$ cat config.mk
export PLATFORM = sky130hd
export DESIGN_NAME = bitmap_block_allocator
export DESIGN_NICKNAME = d
export VERILOG_FILES = /design/src/hdl/bba_pkg.sv /design/src/hdl/bba_map_ram.sv /design/src/hdl/bitmap_block_allocator.sv
export SDC_FILE = /design/constraint.sdc
export NUM_CORES = 1
export LEC_CHECK = 0
export ABC_AREA = 1
export BUFFER_PORTS_ARGS = -buffer_cell sky130_fd_sc_hd__buf_2
export CAP_MARGIN = 20
export CORE_ASPECT_RATIO = 1.4
export CORE_UTILIZATION = 55
export CTS_CLUSTER_SIZE = 16
export DETAILED_ROUTE_END_ITERATION = 8
export PLACE_DENSITY = 0.8
export SETUP_SLACK_MARGIN = 0.3
export SYNTH_ARGS = -nofsm -noshare
export SYNTH_HDL_FRONTEND = slang
export SYNTH_SLANG_ARGS = --single-unit
$ cat constraint.sdc
create_clock -name clk -period 7.6 [get_ports clk]
set_input_delay 0.38 -clock clk [delete_from_list [all_inputs] [get_ports clk]]
set_output_delay 0.38 -clock clk [all_outputs]
set_load 0.01 [all_outputs]
$ cat src/hdl/bba_pkg.sv
`timescale 1ns / 1ps

package bba_pkg;

    // Map geometry
    localparam int MAP_WORDS    = 32;
    localparam int WORD_BITS    = 16;
    localparam int TOTAL_BLOCKS = MAP_WORDS * WORD_BITS;

    // Field widths of the ports
    localparam int BLK_W    = 9;
    localparam int STATUS_W = 2;

    // Derived widths
    localparam int WIDX_W  = (MAP_WORDS > 1) ? $clog2(MAP_WORDS) : 1;
    localparam int BIT_W   = $clog2(WORD_BITS);
    localparam int IDX_W   = $clog2(TOTAL_BLOCKS);
    localparam int GRANT_W = (IDX_W > BLK_W) ? IDX_W : BLK_W;

    // Block number -> word index by reciprocal multiply, exact for BLK_W-bit inputs
    localparam int Q_SHIFT = BLK_W + BIT_W;
    localparam int RECIP   = ((2 ** Q_SHIFT) + WORD_BITS - 1) / WORD_BITS;
    localparam int PROD_W  = BLK_W + Q_SHIFT + 1;

    typedef enum logic
    {
        OP_ALLOC = 1'b0,
        OP_FREE  = 1'b1
    } op_t;

    typedef enum logic [STATUS_W-1:0]
    {
        STATUS_OK   = 2'd0,
        STATUS_FULL = 2'd1,
        STATUS_BAD  = 2'd2
    } status_t;

    // Map port request from the controller
    typedef struct packed
    {
        logic                 rd_en;
        logic [WIDX_W-1:0]    rd_addr;
        logic                 wr_en;
        logic [WIDX_W-1:0]    wr_addr;
        logic [WORD_BITS-1:0] wr_data;
    } map_req_t;

    // Position of the lowest set bit (0 when none)
    function automatic logic [BIT_W-1:0] lowest_set(input logic [WORD_BITS-1:0] v);
        logic [WORD_BITS-1:0] low;
        logic [BIT_W-1:0]     idx;
        low = v & (~v + WORD_BITS'(1));
        idx = '0;
        for (int j = 0; j < WORD_BITS; j++)
        begin
            if (low[j])
            begin
                idx = idx | BIT_W'(j);
            end
        end
        return idx;
    endfunction

endpackage

$ cat src/hdl/bba_map_ram.sv
`timescale 1ns / 1ps

module bba_map_ram
    import bba_pkg::*;
(
    input  logic                 clk,
    input  logic                 rst_n,
    input  map_req_t             req,
    output logic [WORD_BITS-1:0] rd_data
);

    logic [WORD_BITS-1:0] mem [MAP_WORDS];
    logic [WORD_BITS-1:0] data_reg;
    logic [MAP_WORDS-1:0] word_valid_reg;
    logic                 hit_reg;

    // storage, no reset
    always_ff @(posedge clk)
    begin
        if (req.wr_en)
        begin
            mem[req.wr_addr] <= req.wr_data;
        end
        if (req.rd_en)
        begin
            data_reg <= mem[req.rd_addr];
        end
    end

    // per-word written flags; an unwritten word reads as all free
    always_ff @(posedge clk or negedge rst_n)
    begin
        if (!rst_n)
        begin
            word_valid_reg <= '0;
            hit_reg        <= 1'b0;
        end
        else
        begin
            if (req.wr_en)
            begin
                word_valid_reg[req.wr_addr] <= 1'b1;
            end
            if (req.rd_en)
            begin
                hit_reg <= word_valid_reg[req.rd_addr];
            end
        end
    end

    assign rd_data = hit_reg ? data_reg : '0;

endmodule

$ cat src/hdl/bitmap_block_allocator.sv
`timescale 1ns / 1ps
// First-fit block allocator over a bitmap of MAP_WORDS words of WORD_BITS bits
// (bit j of word i is block i*WORD_BITS+j, set means in use; all free after
// reset, block 0 is reserved). One request is worked on at a time and each
// gives exactly one result transfer. An allocate walks the map from word 0,
// one word read per cycle from the single read port of the map memory, and
// looks at up to MAP_WORDS words before it finds a free bit or reports the
// map full. A free reads, modifies and writes its word; a free of block 0
// or of a block beyond the map touches no word and reports status 2. The
// result sits in an output register, so the next request is accepted while
// it waits.

module bitmap_block_allocator
    import bba_pkg::*;
(
    input  logic                clk,
    input  logic                rst_n,
    input  logic                in_valid,
    output logic                in_ready,
    input  logic                operation,
    input  logic [BLK_W-1:0]    block_number,
    output logic                out_valid,
    input  logic                out_ready,
    output logic [BLK_W-1:0]    granted_block,
    output logic [STATUS_W-1:0] status
);

    typedef enum logic [1:0]
    {
        S_IDLE,
        S_SCAN,
        S_FREE,
        S_RESP
    } state_t;

    localparam logic [WIDX_W-1:0] LAST_WORD = WIDX_W'(MAP_WORDS - 1);

    state_t               state_reg;
    logic [WIDX_W-1:0]    word_reg;
    logic [BLK_W-1:0]     blk_reg;
    status_t              res_status_reg;
    logic [BLK_W-1:0]     res_block_reg;
    logic                 out_valid_reg;
    status_t              out_status_reg;
    logic [BLK_W-1:0]     out_block_reg;

    map_req_t             map_req;
    logic [WORD_BITS-1:0] map_data;

    logic                 in_xfer;
    logic                 free_bad;
    logic [PROD_W-1:0]    quot_prod;
    logic [WIDX_W-1:0]    free_word;
    logic [WORD_BITS-1:0] free_bits;
    logic                 found;
    logic [BIT_W-1:0]     found_bit;
    logic [GRANT_W-1:0]   grant_full;
    logic [BLK_W-1:0]     word_base;
    logic [BLK_W-1:0]     rem_full;
    logic [BIT_W-1:0]     rem_bit;

    bba_map_ram u_map
    (
        .clk     (clk),
        .rst_n   (rst_n),
        .req     (map_req),
        .rd_data (map_data)
    );

    assign in_ready = (state_reg == S_IDLE);
    assign in_xfer  = in_valid && in_ready;

    // Free request decode: range check and word index by reciprocal multiply
    assign free_bad  = (block_number == '0) || (32'(block_number) >= 32'(TOTAL_BLOCKS));
    assign quot_prod = PROD_W'(block_number) * PROD_W'(RECIP);
    assign free_word = WIDX_W'(quot_prod >> Q_SHIFT);

    // Scan: lowest free block of the word just read; block 0 never offered
    always_comb
    begin
        free_bits = ~map_data;
        if (word_reg == '0)
        begin
            free_bits[0] = 1'b0;
        end
    end

    assign found      = |free_bits;
    assign found_bit  = lowest_set(free_bits);
    assign grant_full = GRANT_W'(word_reg) * GRANT_W'(WORD_BITS) + GRANT_W'(found_bit);

    // Free: bit position within the word
    assign word_base = BLK_W'(word_reg) * BLK_W'(WORD_BITS);
    assign rem_full  = blk_reg - word_base;
    assign rem_bit   = rem_full[BIT_W-1:0];

    // Map port: each read is issued in the cycle before its word is checked
    always_comb
    begin
        map_req = '0;
        unique case (state_reg)
            S_IDLE:
            begin
                if (in_xfer)
                begin
                    if (operation == OP_ALLOC)
                    begin
                        map_req.rd_en   = 1'b1;
                        map_req.rd_addr = '0;
                    end
                    else if (!free_bad)
                    begin
                        map_req.rd_en   = 1'b1;
                        map_req.rd_addr = free_word;
                    end
                end
            end
            S_SCAN:
            begin
                map_req.rd_en   = !found && (word_reg != LAST_WORD);
                map_req.rd_addr = word_reg + WIDX_W'(1);
                map_req.wr_en   = found;
                map_req.wr_addr = word_reg;
                map_req.wr_data = map_data | (WORD_BITS'(1) << found_bit);
            end
            S_FREE:
            begin
                map_req.wr_en   = 1'b1;
                map_req.wr_addr = word_reg;
                map_req.wr_data = map_data & ~(WORD_BITS'(1) << rem_bit);
            end
            S_RESP:
            begin
                map_req = '0;
            end
            default:
            begin
                map_req = '0;
            end
        endcase
    end

    // Control and output register
    always_ff @(posedge clk or negedge rst_n)
    begin
        if (!rst_n)
        begin
            state_reg      <= S_IDLE;
            word_reg       <= '0;
            blk_reg        <= '0;
            res_status_reg <= STATUS_OK;
            res_block_reg  <= '0;
            out_valid_reg  <= 1'b0;
            out_status_reg <= STATUS_OK;
            out_block_reg  <= '0;
        end
        else
        begin
            // load from the response state, else clear on transfer
            if ((state_reg == S_RESP) && (!out_valid_reg || out_ready))
            begin
                out_valid_reg <= 1'b1;
            end
            else if (out_valid_reg && out_ready)
            begin
                out_valid_reg <= 1'b0;
            end

            unique case (state_reg)
                S_IDLE:
                begin
                    if (in_xfer)
                    begin
                        blk_reg <= block_number;
                        if (operation == OP_ALLOC)
                        begin
                            word_reg  <= '0;
                            state_reg <= S_SCAN;
                        end
                        else if (free_bad)
                        begin
                            res_status_reg <= STATUS_BAD;
                            res_block_reg  <= '0;
                            state_reg      <= S_RESP;
                        end
                        else
                        begin
                            word_reg  <= free_word;
                            state_reg <= S_FREE;
                        end
                    end
                end
                S_SCAN:
                begin
                    if (found)
                    begin
                        res_status_reg <= STATUS_OK;
                        res_block_reg  <= grant_full[BLK_W-1:0];
                        state_reg      <= S_RESP;
                    end
                    else if (word_reg == LAST_WORD)
                    begin
                        res_status_reg <= STATUS_FULL;
                        res_block_reg  <= '0;
                        state_reg      <= S_RESP;
                    end
                    else
                    begin
                        word_reg <= word_reg + WIDX_W'(1);
                    end
                end
                S_FREE:
                begin
                    res_status_reg <= STATUS_OK;
                    res_block_reg  <= '0;
                    state_reg      <= S_RESP;
                end
                S_RESP:
                begin
                    if (!out_valid_reg || out_ready)
                    begin
                        out_status_reg <= res_status_reg;
                        out_block_reg  <= res_block_reg;
                        state_reg      <= S_IDLE;
                    end
                end
                default:
                begin
                    state_reg <= S_IDLE;
                end
            endcase
        end
    end

    assign out_valid     = out_valid_reg;
    assign granted_block = out_block_reg;
    assign status        = out_status_reg;

    // Errors and out-of-space never carry a block number
    a_no_block_on_error: assert property (@(posedge clk) disable iff (!rst_n)
        out_valid && (status != STATUS_OK) |-> granted_block == '0)
        else $error("block number given with error status");

    // Map is written only while scanning or freeing
    a_write_state: assert property (@(posedge clk) disable iff (!rst_n)
        map_req.wr_en |-> (state_reg == S_SCAN) || (state_reg == S_FREE))
        else $error("map write outside scan or free");

    // Reserved block 0 is never marked used
    a_block0_free: assert property (@(posedge clk) disable iff (!rst_n)
        map_req.wr_en && (map_req.wr_addr == '0) |-> map_req.wr_data[0] == 1'b0)
        else $error("reserved block 0 marked used");

    // A result is loaded only from the response state
    a_out_from_resp: assert property (@(posedge clk) disable iff (!rst_n)
        $rose(out_valid_reg) |-> $past(state_reg) == S_RESP)
        else $error("result loaded outside response state");

endmodule

After elaboration in Yosys (flattened, before gate mapping)
Memories as Yosys holds them, arrays and structs flattened. A register that Yosys moved wholly into a read port is not among the register bits.
Cells that the tools add are included.
- bitwise operators: 7
- muxes and demuxes: 55
- add/sub/neg operators: 4
- reduce and logical (&&, ||, !) cells: 20
- order comparisons: 3
- equality and inequality tests: 13
- shift-type cells: 2
- operator list (kind ; count):
    $not 16->16 ; 3
    $mux 9 ; 5
    $pmux 22 s2 ; 1
    $and 16x16->16 ; 2
    $mux 4 ; 8
    $or 32x32->32 ; 1
    $shl 1x4->16 const A ; 2
    $pmux 9 s3 ; 1
    $mux 5 ; 5
    $mux 2 ; 12
    $mux 6 ; 3
    $add 16x1->16 const B ; 1
    $mux 16 ; 1
    $or 16x16->16 ; 1
    $reduce_or 16->1 ; 1
    $lt 5x6->1 const B ; 2
    $mux 3 ; 4
    $pmux 6 s2 ; 1
    $pmux 5 s2 ; 1
    $reduce_and 5->1 ; 2
    $add 9x4->9 ; 1
    $logic_not 9->1 ; 1
    $mux 1 ; 9
    $ne 2x1->1 const B ; 4
    other kinds (22) ; 32
- word-level logic and storage cells: 115
- input port bits: 14
- bits in writable memories: 512
- bits in registers: 67
- memories: 1
- output and inout bits: 13
- memories (memory ; depth ; width ; rd ports ; clocked after Yosys merged registers in ; write ports ; line ; RTL):
    u_map.mem ; 32 ; 16 ; 1 ; 1 ; 1 ; bba_map_ram.sv:12 ; logic [WORD_BITS-1:0] mem [MAP_WORDS];

Longest topological paths before layout
Gate-level depths: netlist (run 1).
- depth in word-level cells: 29
- mapped depth: 16
- mapped depth without buffers: 15

Modules after synthesis
A second synthesis (run 1) with hierarchy kept.
- cell total of the unflattened synthesis: 2260
- area total of the unflattened synthesis: 25111.6 µm²
- modules (own cells, without submodules) (module ; area an instance (µm²) ; seq. area each (µm²) ; cells each ; instances):
    bba_map_ram ; 22611.7 ; 16681.0 ; 1906 ; 1
    bitmap_block_allocator ; 2499.9 ; 850.8 ; 354 ; 1

Least setup slack after synthesis (run 1)
No wires, ideal clock.
- kind: flip-flop to flip-flop
- from: register state_reg[0]
- to: memory u_map.mem[20][0] (enable)
- path buffers: 1
- setup time: 0.388 ns
- slack: 4.792 ns
- required time: 7.212 ns
- arrival: 2.420 ns
- clock period less this slack: 2.808 ns
- stages on the path, launching flop included: 12
- path through: dfrtp_1 -> inv_1 -> ha_1 -> clkbuf_2 -> inv_1 -> nor2_1 -> inv_2 -> nor2_1 -> inv_1 -> nor3_1 -> nand2_1 -> nor2_1
- word-level cells in the longest chain between the ends: 4
- elaborated cells between the ends (all ways): 5
- those cells by class: eq/ne: 2; mux: 3
- RTL lines (item ; line ; RTL):
    start: declaration ; bitmap_block_allocator.sv:38 ; state_t state_reg;
    start signal: assignment ; bitmap_block_allocator.sv:148 ; state_reg <= S_IDLE;
    start signal: assignment ; bitmap_block_allocator.sv:178 ; state_reg <= S_SCAN;
    start signal: assignment ; bitmap_block_allocator.sv:184 ; state_reg <= S_RESP;
    $eq 2x2->1 / $eq 2x1->1 (equally long branches) ; bitmap_block_allocator.sv:101 ; unique case (state_reg)
    $pmux 22 s2 * ; bitmap_block_allocator.sv:101 ;
    $mux 1 ; bba_map_ram.sv:20 ; if (req.wr_en)
    $mux 1 (not written as such) ; bba_map_ram.sv:22 ; mem[req.wr_addr] <= req.wr_data;
    end: declaration ; bba_map_ram.sv:12 ;
Mark *: on every way between the ends. The rest lies on a longest branch, timed or not.

Worst setup path after layout (run 1)
- from: register state_reg[1]
- to: register u_map.data_reg[5] (read register of u_map.mem) (data pin)
- word-level cells in the longest chain between the ends: 4
- elaborated cells between the ends (all ways): 5
- those cells by class: eq/ne: 1; mux: 2; reduce/logical: 2
- RTL lines (item ; line ; RTL):
    $logic_not 2->1 ; bitmap_block_allocator.sv:70, bitmap_block_allocator.sv:101 ;
    $logic_and 1x1->1 ; bitmap_block_allocator.sv:71 ; assign in_xfer = in_valid && in_ready;
    $mux 6 ; bitmap_block_allocator.sv:104 ; if (in_xfer)
    $pmux 6 s2 * ; bitmap_block_allocator.sv:101 ;
    end: declaration ; bba_map_ram.sv:13 ; logic [WORD_BITS-1:0] data_reg;
Marks and branches as above.
A chain may end at the register's enable or synchronous reset.

==> out/metrics.csv, run 1 <==
metric;value;unit
number of flip-flops under the largest register name;512;
element type at the critical path start;flop;
setup_tns;0;ps
number of diodes;0;
number of global-route vias before repair;17386;
mean post-synth cell area;11.5;sq um
Final HPWL DP;38000;um
Area after DPL;0.0260;sq mm
net switching power;4.04;mW
largest family of logic cells by synthesized area;simple AND/OR/NAND/NOR gates;
Placer Congestion;0.939;
# hold bufs at CTS;0;
distinct cell type count of the synthesized netlist;42;
Core Region;0.0452;sq mm
flop-to-flop setup slack;3690;ps
die outline width;183;um
Crit Reg-Reg Endpoint;u_map.data_reg[5];
result of the run;finished, final reports clean;
clock latency on the worst-skew pair;600;ps
Static Leak;9.44;nW
overall overflow remaining after global route;0;
Arr. time, crit path;4240;ps
total setup violations reported at the end of the flow;0;
share of final-layout standard cells stronger than drive strength 1;0.0930;
PwrDens;377;mW/mm^2
part of the power in registers;0.400;
part of the total power dissipated in the clock network;0.247;
final standard cell count with taps included and fillers excluded;2868;
number of H-tree levels;2;
Seq/Total Area, Yosys;0.692;
total vias in the final route;17641;
Int Pwr;6.37;mW
number of sinks driven by the clock tree;595;
crit path time final;3910;ps
overall die height;256;um
R2R cell count;12;
total power consumption of the routed design;10.4;mW
sequence of cells on the critical path;inv_1 -> ha_1 -> buf_4 -> nand3_1 -> o21ai_2 -> buf_4 -> clkinv_1 -> buf_4 -> nand3_1 -> nand2_1 -> nand2_1 -> nand2_1;
number of I/O port buffers;26;
share of cell area taken by muxes after synthesis;0.000444;
synth warn;0;
clock slew seen by the registers of the worst setup and hold paths;60;ps
top cells by area in the synthesized netlist;edfxtp_1 63%, dfrtp_1 6.6%, nor2_1 6.4%;
Worst Skew;30.4;ps
Max-Slew Margin vs Limit;0.0856;
ratio of routed vias to standard cells;6.15;
number of enable-type register cells in the synthesized netlist;528;
kind of end point of the critical path;flop;
Longest Clk Path Bufs;3;
fin. max-slew vios;0;
wire length after detailed routing;64700;um
area leader, netlist;edfxtp_1;
tightest hold margin;2.05;ps
Ports;27;
maximum single-stage delay on the critical path;860;ps
Final Hold Violating Endpoints;0;
Post-CTS Resized;0;
Area Growth Syn to Fin;9.07;%
synthesized-area fraction occupied by and/or/nand/nor cells;0.137;
Root Buffer;clkbuf_16;
Initial Util;0.560;
combinational group share of total power;0.353;
share of the core filled with cells;0.611;
ratio of final minimum period to clock period;0.515;
residual DRC count;0;
Worst Path Required;7930;ps
number of buffers inserted during clock tree synthesis;50;
maximum clock rate;0.256;GHz
classification of the worst setup path;reg2reg;
switching power share of the total;0.388;
xor-xnor portion of the synthesized cell area;0;
post-synthesis cell count;2211;
summed instance area of the synthesized netlist;0.0254;sq mm
post-placement worst setup slack;3820;ps
launch instance of the worst register-to-register path;state_reg[1];
top-area cell type share of the netlist area;0.625;
RSZ-0062 raised after global routing;no;
TritonRoute pass-1 iters;6;
floorplan row count;92;
number of antenna violations at the first check in global routing;0;
Global Route Usage Sum;0.277;
leading cell type by number of instances after synthesis;edfxtp_1;
initial DRC count;2241;
Critical Path Fanout Max;35;
Slew @ Worst Pin;1370;ps
HP Class;in2async;
commonest register cell after synthesis;edfxtp_1;
master of the slowest instance on the critical path;clkinv_1;
global-route wire length before repair;98100;um
list of most frequent post-synthesis cells;528 x edfxtp_1, 432 x nor2_1, 256 x o21ai_0;
Post-synth ARST share;0.113;
total instance count after detailed placement;2777;
max capacitance violation total;0;
Setup Fix Bufs, Post-CTS;0;
worst setup margin;3690;ps
Finished Cell Area;0.0277;sq mm
compound-gate portion of the synthesized area;0.120;
clock tree from TritonCTS;done;
area of the die;0.0470;sq mm
post-detailed-route wirelength per cell;22.6;um
Synth Net Count;2232;
pin count of the biggest net entering global routing;266;
peak supply drop;0.659;mV
#FFs+latches synth;595;
remaining antenna violation count;0;
Final #Nets;2239;
Synth Area in Adders;0.00345;
-- worst max-delay path: cells and delay by family (launching register included) --
kind / cells / cell delay, ps
AO/OA/AOI/OAI: 1 / 90
flip-flops: 1 / 420
adder cells (fa/ha/maj): 1 / 150
buffers and inverters: 5 / 2280
AND/OR/NAND/NOR: 5 / 690
-- power by group through the flow --
stage | clock network [mW] | logic [mW] | registers [mW]
detailed placement | 0 | 3.59 | 4.22
global placement | 0 | 3.49 | 4.21
global route | 2.72 | 3.99 | 4.17
CTS | 2.59 | 3.63 | 4.15
finish | 2.58 | 3.68 | 4.16
floorplan | 0 | 2.61 | 4.17
-- layer usage --
metal,GRT usage,wire [um],up-vias
li1,-,-,7864
met3,0.0361,5770,209
met4,0.173,4050,0
met2,0.468,32000,1129
met5,0,0,-
met1,0.334,22900,8439
-- cells in the final DEF (no fill, tap or decap), drive strengths merged --
| master | n |
|---|---|
| a211oi | 1 |
| a21oi | 38 |
| buf | 87 |
| bufinv | 5 |
| clkbuf | 61 |
| clkinv | 20 |
| clkinvlp | 3 |
| dfrtp | 67 |
| edfxtp | 528 |
| ha | 7 |
| inv | 114 |
| mux2 | 1 |
| nand2 | 236 |
| nand3 | 140 |
| nand4 | 10 |
| nor2 | 436 |
| nor3 | 12 |
| nor3b | 1 |
| nor4 | 4 |
| o2111ai | 2 |
| o211ai | 133 |
| o21a | 4 |
| o21ai | 343 |
| o22ai | 4 |
-- worst max-delay path by stage --
stage	slack [ps]	start	to
after floorplan	4790	state_reg[0]	u_map.mem[20][0]
after global placement	3860	u_map.hit_reg	u_map.mem[31][2]
after detailed placement	3820	u_map.hit_reg	u_map.mem[27][13]
after CTS	3790	u_map.hit_reg	u_map.mem[31][12]
after global routing	3430	u_map.hit_reg	u_map.mem[13][8]
final	3690	state_reg[1]	u_map.data_reg[5]
-- logic make-up (layout without fill, tap and decap cells) --
kind of cell / count (synthesis) / count (layout)
buf+inv: 244 / 290
mux: 1 / 1
fa+ha+maj: 7 / 7
compound gates: 525 / 525
simple gates: 839 / 839
flops: 595 / 595
-- area by class of cell --
type / instances / area (sq um)
fillers: 3340 / 17600
flip-flops and latches: 595 / 17500
multi-input cells: 1372 / 6700
clock buffers: 61 / 1320
well taps: 611 / 764
repair buffers: 87 / 613
inverters: 112 / 423
clock inverters: 30 / 299
No activity file was read; power rests on OpenSTA's default activity.
==> inputs of run 2 (changes only) <==
--- a/config.mk
+++ b/config.mk
@@ -5,14 +5,14 @@
 export SDC_FILE = /design/constraint.sdc
 export NUM_CORES = 1
 export LEC_CHECK = 0
-export ABC_AREA = 1
+export ABC_AREA = 0
 export BUFFER_PORTS_ARGS = -buffer_cell sky130_fd_sc_hd__buf_2
 export CAP_MARGIN = 20
 export CORE_ASPECT_RATIO = 1.4
 export CORE_UTILIZATION = 55
 export CTS_CLUSTER_SIZE = 16
 export DETAILED_ROUTE_END_ITERATION = 8
-export PLACE_DENSITY = 0.8
+export PLACE_DENSITY = 0.83
 export SETUP_SLACK_MARGIN = 0.3
 export SYNTH_ARGS = -nofsm -noshare
 export SYNTH_HDL_FRONTEND = slang
==> constraint.sdc (replaced) <==
create_clock -name clk -period 3.2 [get_ports clk]
set_input_delay 0.16 -clock clk [delete_from_list [all_inputs] [get_ports clk]]
set_output_delay 0.16 -clock clk [all_outputs]
set_load 0.01 [all_outputs]
==> out/metrics.csv, run 2 <==
metric;value;unit;change
PwrDens;986;mW/mm^2;+160%
crit path time final;3100;ps;-809 ps
number of global-route vias before repair;17309;;-0.44%
Root Buffer;clkbuf_16;;
clock latency on the worst-skew pair;620;ps;+20 ps
most frequent standard cell in the layout excluding fill and tap cells;edfxtp_1;;
Seq/Total Area, Yosys;0.707;;+0.0150
combinational group share of total power;0.448;;+0.095
top library cells by usage in the layout, fill and taps aside;528 x edfxtp_1, 318 x nand2_1, 181 x buf_4, 174 x a211oi_1, 144 x and3_1;;
final standard cell count with taps included and fillers excluded;2618;;-8.7%
area leader, netlist;edfxtp_1;;
sequential cell area in the final layout;0.0175;sq mm;about the same
Placer Congestion;0.993;;+5.7%
leading cell type by number of instances after synthesis;edfxtp_1;;
part of the power in registers;0.345;;-0.055
Ports;27;;unchanged
Final #Nets;2041;;-8.8%
Worst Skew;33.5;ps;+3.07 ps
peak supply drop;0.568;mV;-14%
number of enable-type register cells in the synthesized netlist;528;;unchanged
Longest Clk Path Bufs;3;;unchanged
length of routed wiring on met1;24900;um;+8.9%
residual DRC count;0;;unchanged
length of routed met2 wiring;36000;um;+13%
top-area cell type share of the netlist area;0.639;;+0.0136
Core Region;0.0443;sq mm;-2.1%
worst path buffer plus inverter count;6;;+1
area of combinational cells with multiple inputs;0.00736;sq mm;+10%
RSZ-0062 raised after global routing;yes;;
number of buffers inserted during clock tree synthesis;51;;+2.0%
Initial Util;0.560;;about the same
ratio of routed vias to standard cells;7.01;;+14%
number of flip-flops under the largest register name;512;;unchanged
master of the slowest instance on the critical path;a211oi_4;;
overall overflow remaining after global route;0;;unchanged
max capacitance violation total;0;;unchanged
total instance count after detailed placement;2487;;-10%
mean post-synth cell area;13.5;sq um;+18%
clock tree from TritonCTS;done;;
kind of end point of the critical path;flop;;
share of final-layout standard cells stronger than drive strength 1;0.228;;+0.135
ratio of final minimum period to clock period;0.969;;+0.455
die outline width;182;um;-1.1%
total setup violations reported at the end of the flow;0;;unchanged
Post-synth ARST share;0.113;;unchanged
element type at the critical path start;flop;;
number of diodes;0;;unchanged
floorplan row count;91;;-1.1%
HP Class;in2reg;;
maximum single-stage delay on the critical path;570;ps;-290 ps
maximum clock rate;0.322;GHz;+26%
wire length after detailed routing;77500;um;+20%
area of the die;0.0460;sq mm;-2.1%
Int Pwr;17.6;mW;+180%
global-route wire length before repair;107000;um;+9.4%
initial DRC count;2763;;+23%
list of most frequent post-synthesis cells;528 x edfxtp_1, 325 x nand2_1, 201 x a211oi_1;;
switching power share of the total;0.400;;+0.0120
number of filler cells placed in the layout;2701;;-19%
classification of the worst setup path;reg2reg;;
Max-Slew Margin vs Limit;0.491;;+0.406
result of the run;finished, final reports clean;;
#FFs+latches synth;595;;unchanged
post-synthesis cell count;1836;;-17%
remaining antenna violation count;0;;unchanged
number of antenna violations at the first check in global routing;3;;+3
clock slew seen by the registers of the worst setup and hold paths;70;ps;about the same
cell seen most often among critical-path stages;buf_4;;
Synth Net Count;1857;;-17%
cell family with the largest share of critical-path delay;buffers and inverters;;
top cells by area in the synthesized netlist;edfxtp_1 64%, dfrtp_1 6.8%, a211oi_1 6.1%;;
number of H-tree levels;2;;unchanged
Arr. time, crit path;3430;ps;-810 ps
Final Hold Violating Endpoints;0;;unchanged
topmost layer with routed signal wires;met5;;
fin. max-slew vios;0;;unchanged
post-detailed-route wirelength per cell;29.6;um;+31%
distinct cell type count of the synthesized netlist;76;;+81%
Worst Path Required;3530;ps;-4400 ps
Area Growth Syn to Fin;20.3;%;
number of sinks driven by the clock tree;595;;unchanged
met3 routed WL;9580;um;+66%
TritonRoute pass-1 iters;9;;+3
Static Leak;10.7;nW;+14%
sequence of cells on the critical path;inv_1 -> ha_2 -> nand4_1 -> buf_6 -> and2_4 -> buf_12 -> buf_4 -> buf_4 -> nand2_1 -> a311oi_1 -> buf_4 -> a211oi_4 -> nor4_1;;
Global Route Usage Sum;0.317;;+0.0400
Slew @ Worst Pin;763;ps;-609 ps
net switching power;11.8;mW;+190%
part of the total power dissipated in the clock network;0.208;;-0.039
overall die height;253;um;-1.1%
number of I/O port buffers;26;;unchanged
summed instance area of the synthesized netlist;0.0248;sq mm;-2.1%
total vias in the final route;18358;;+4.1%
Final HPWL DP;43800;um;+15%
commonest register cell after synthesis;edfxtp_1;;
Critical Path Fanout Max;7;;-80%
total power consumption of the routed design;29.4;mW;+180%
pin count of the biggest net entering global routing;83;;-69%
synth warn;0;;unchanged
run 2: cell count changes after synthesis, moves of 74 or more:
cell      previous run  this run
nor2_1             432        31
o21ai_0            256        16
a211oi_1             1       201
and3_1               0       146
o211ai_1           129         1
nand3_1            137        16
nand2_1            229       325
inv_1              104        14
a31oi_1              0        74
run 2: final cells by class:
cell class              instances  share of cell area
flip-flops and latches        595               0.588
multi-input cells            1091               0.247
repair buffers                267              0.0863
clock buffers                  65              0.0456
well taps                     558              0.0234
clock inverters                28             0.00864
inverters                      14             0.00176
run 2: worst paths after layout:
path / start / to / slack [ps] / depth (start not counted)
min in group asynchronous: rst_n / u_map.word_valid_reg[1] / 190 / 2
worst min register to register: u_map.word_valid_reg[3] / u_map.word_valid_reg[3] / 470 / 1
max in group asynchronous: rst_n / state_reg[0] / 2070 / 3
worst min-delay path: block_number[6] / word_reg[2] / 6 / 4
worst max-delay path: state_reg[1] / u_map.data_reg[3] / 100 / 13
worst max register to register: state_reg[1] / u_map.data_reg[3] / 100 / 13
run 2: per-stage QoR:
| stage | hold slack (ps) | util | setup TNS [ps] | setup slack, ps | area (sq um) |
|---|---|---|---|---|---|
| after floorplan | -136 | - | 0 | 24.2 | 25100 |
| final | 6.22 | 0.674 | 0 | 98.3 | 29800 |
| after CTS | 7.96 | 0.658 | 0 | 106 | 29100 |
| after global placement | 254 | 0.613 | -109 | -109 | 27100 |
| after detailed placement | 265 | 0.613 | -149 | -121 | 27100 |
| after global routing | 44.9 | 0.674 | 0 | 51.2 | 29800 |
run 2: repair_timing:
| action | in CTS | in global routing |
|---|---|---|
| hold buffers | 10 | 0 |
| setup buffers | 8 | 11 |
| pin swaps | 7 | 21 |
| resized for setup | 29 | 69 |
| cloned | 2 | 7 |
| setup endpoints to repair | 346 | 428 |
| hold endpoints to repair | 42 | 0 |
run 2: kinds of logic after synthesis:
group           synth area share
compound gates             0.137
fa+ha+maj                0.00353
buf+inv                   0.0269
flops                      0.707
mux                      0.00807
xor+xnor                0.000353
simple gates               0.118
run 2: power by group through the flow:
stage                     Clock [mW]  Combinational (mW)  Sequential, mW
after floorplan                    0                6.30            10.1
after global placement             0                10.7            10.2
final                           6.11                13.2            10.1
after global routing            6.37                13.6            10.2
after detailed placement           0                11.1            10.3
after CTS                       6.08                11.5            10.1
run 2: layer usage:
metal,GRT usage,up-vias
li1,-,7544
met1,0.377,8847
met2,0.504,1587
met3,0.0689,378
met4,0.248,2
met5,0,-
run 2: tightest hold or removal path: cells and delay by family:
family / cells / cell delay (ps)
AO/OA/AOI/OAI: 2 / 220
buffers and inverters: 1 / 120
AND/OR/NAND/NOR: 1 / 60
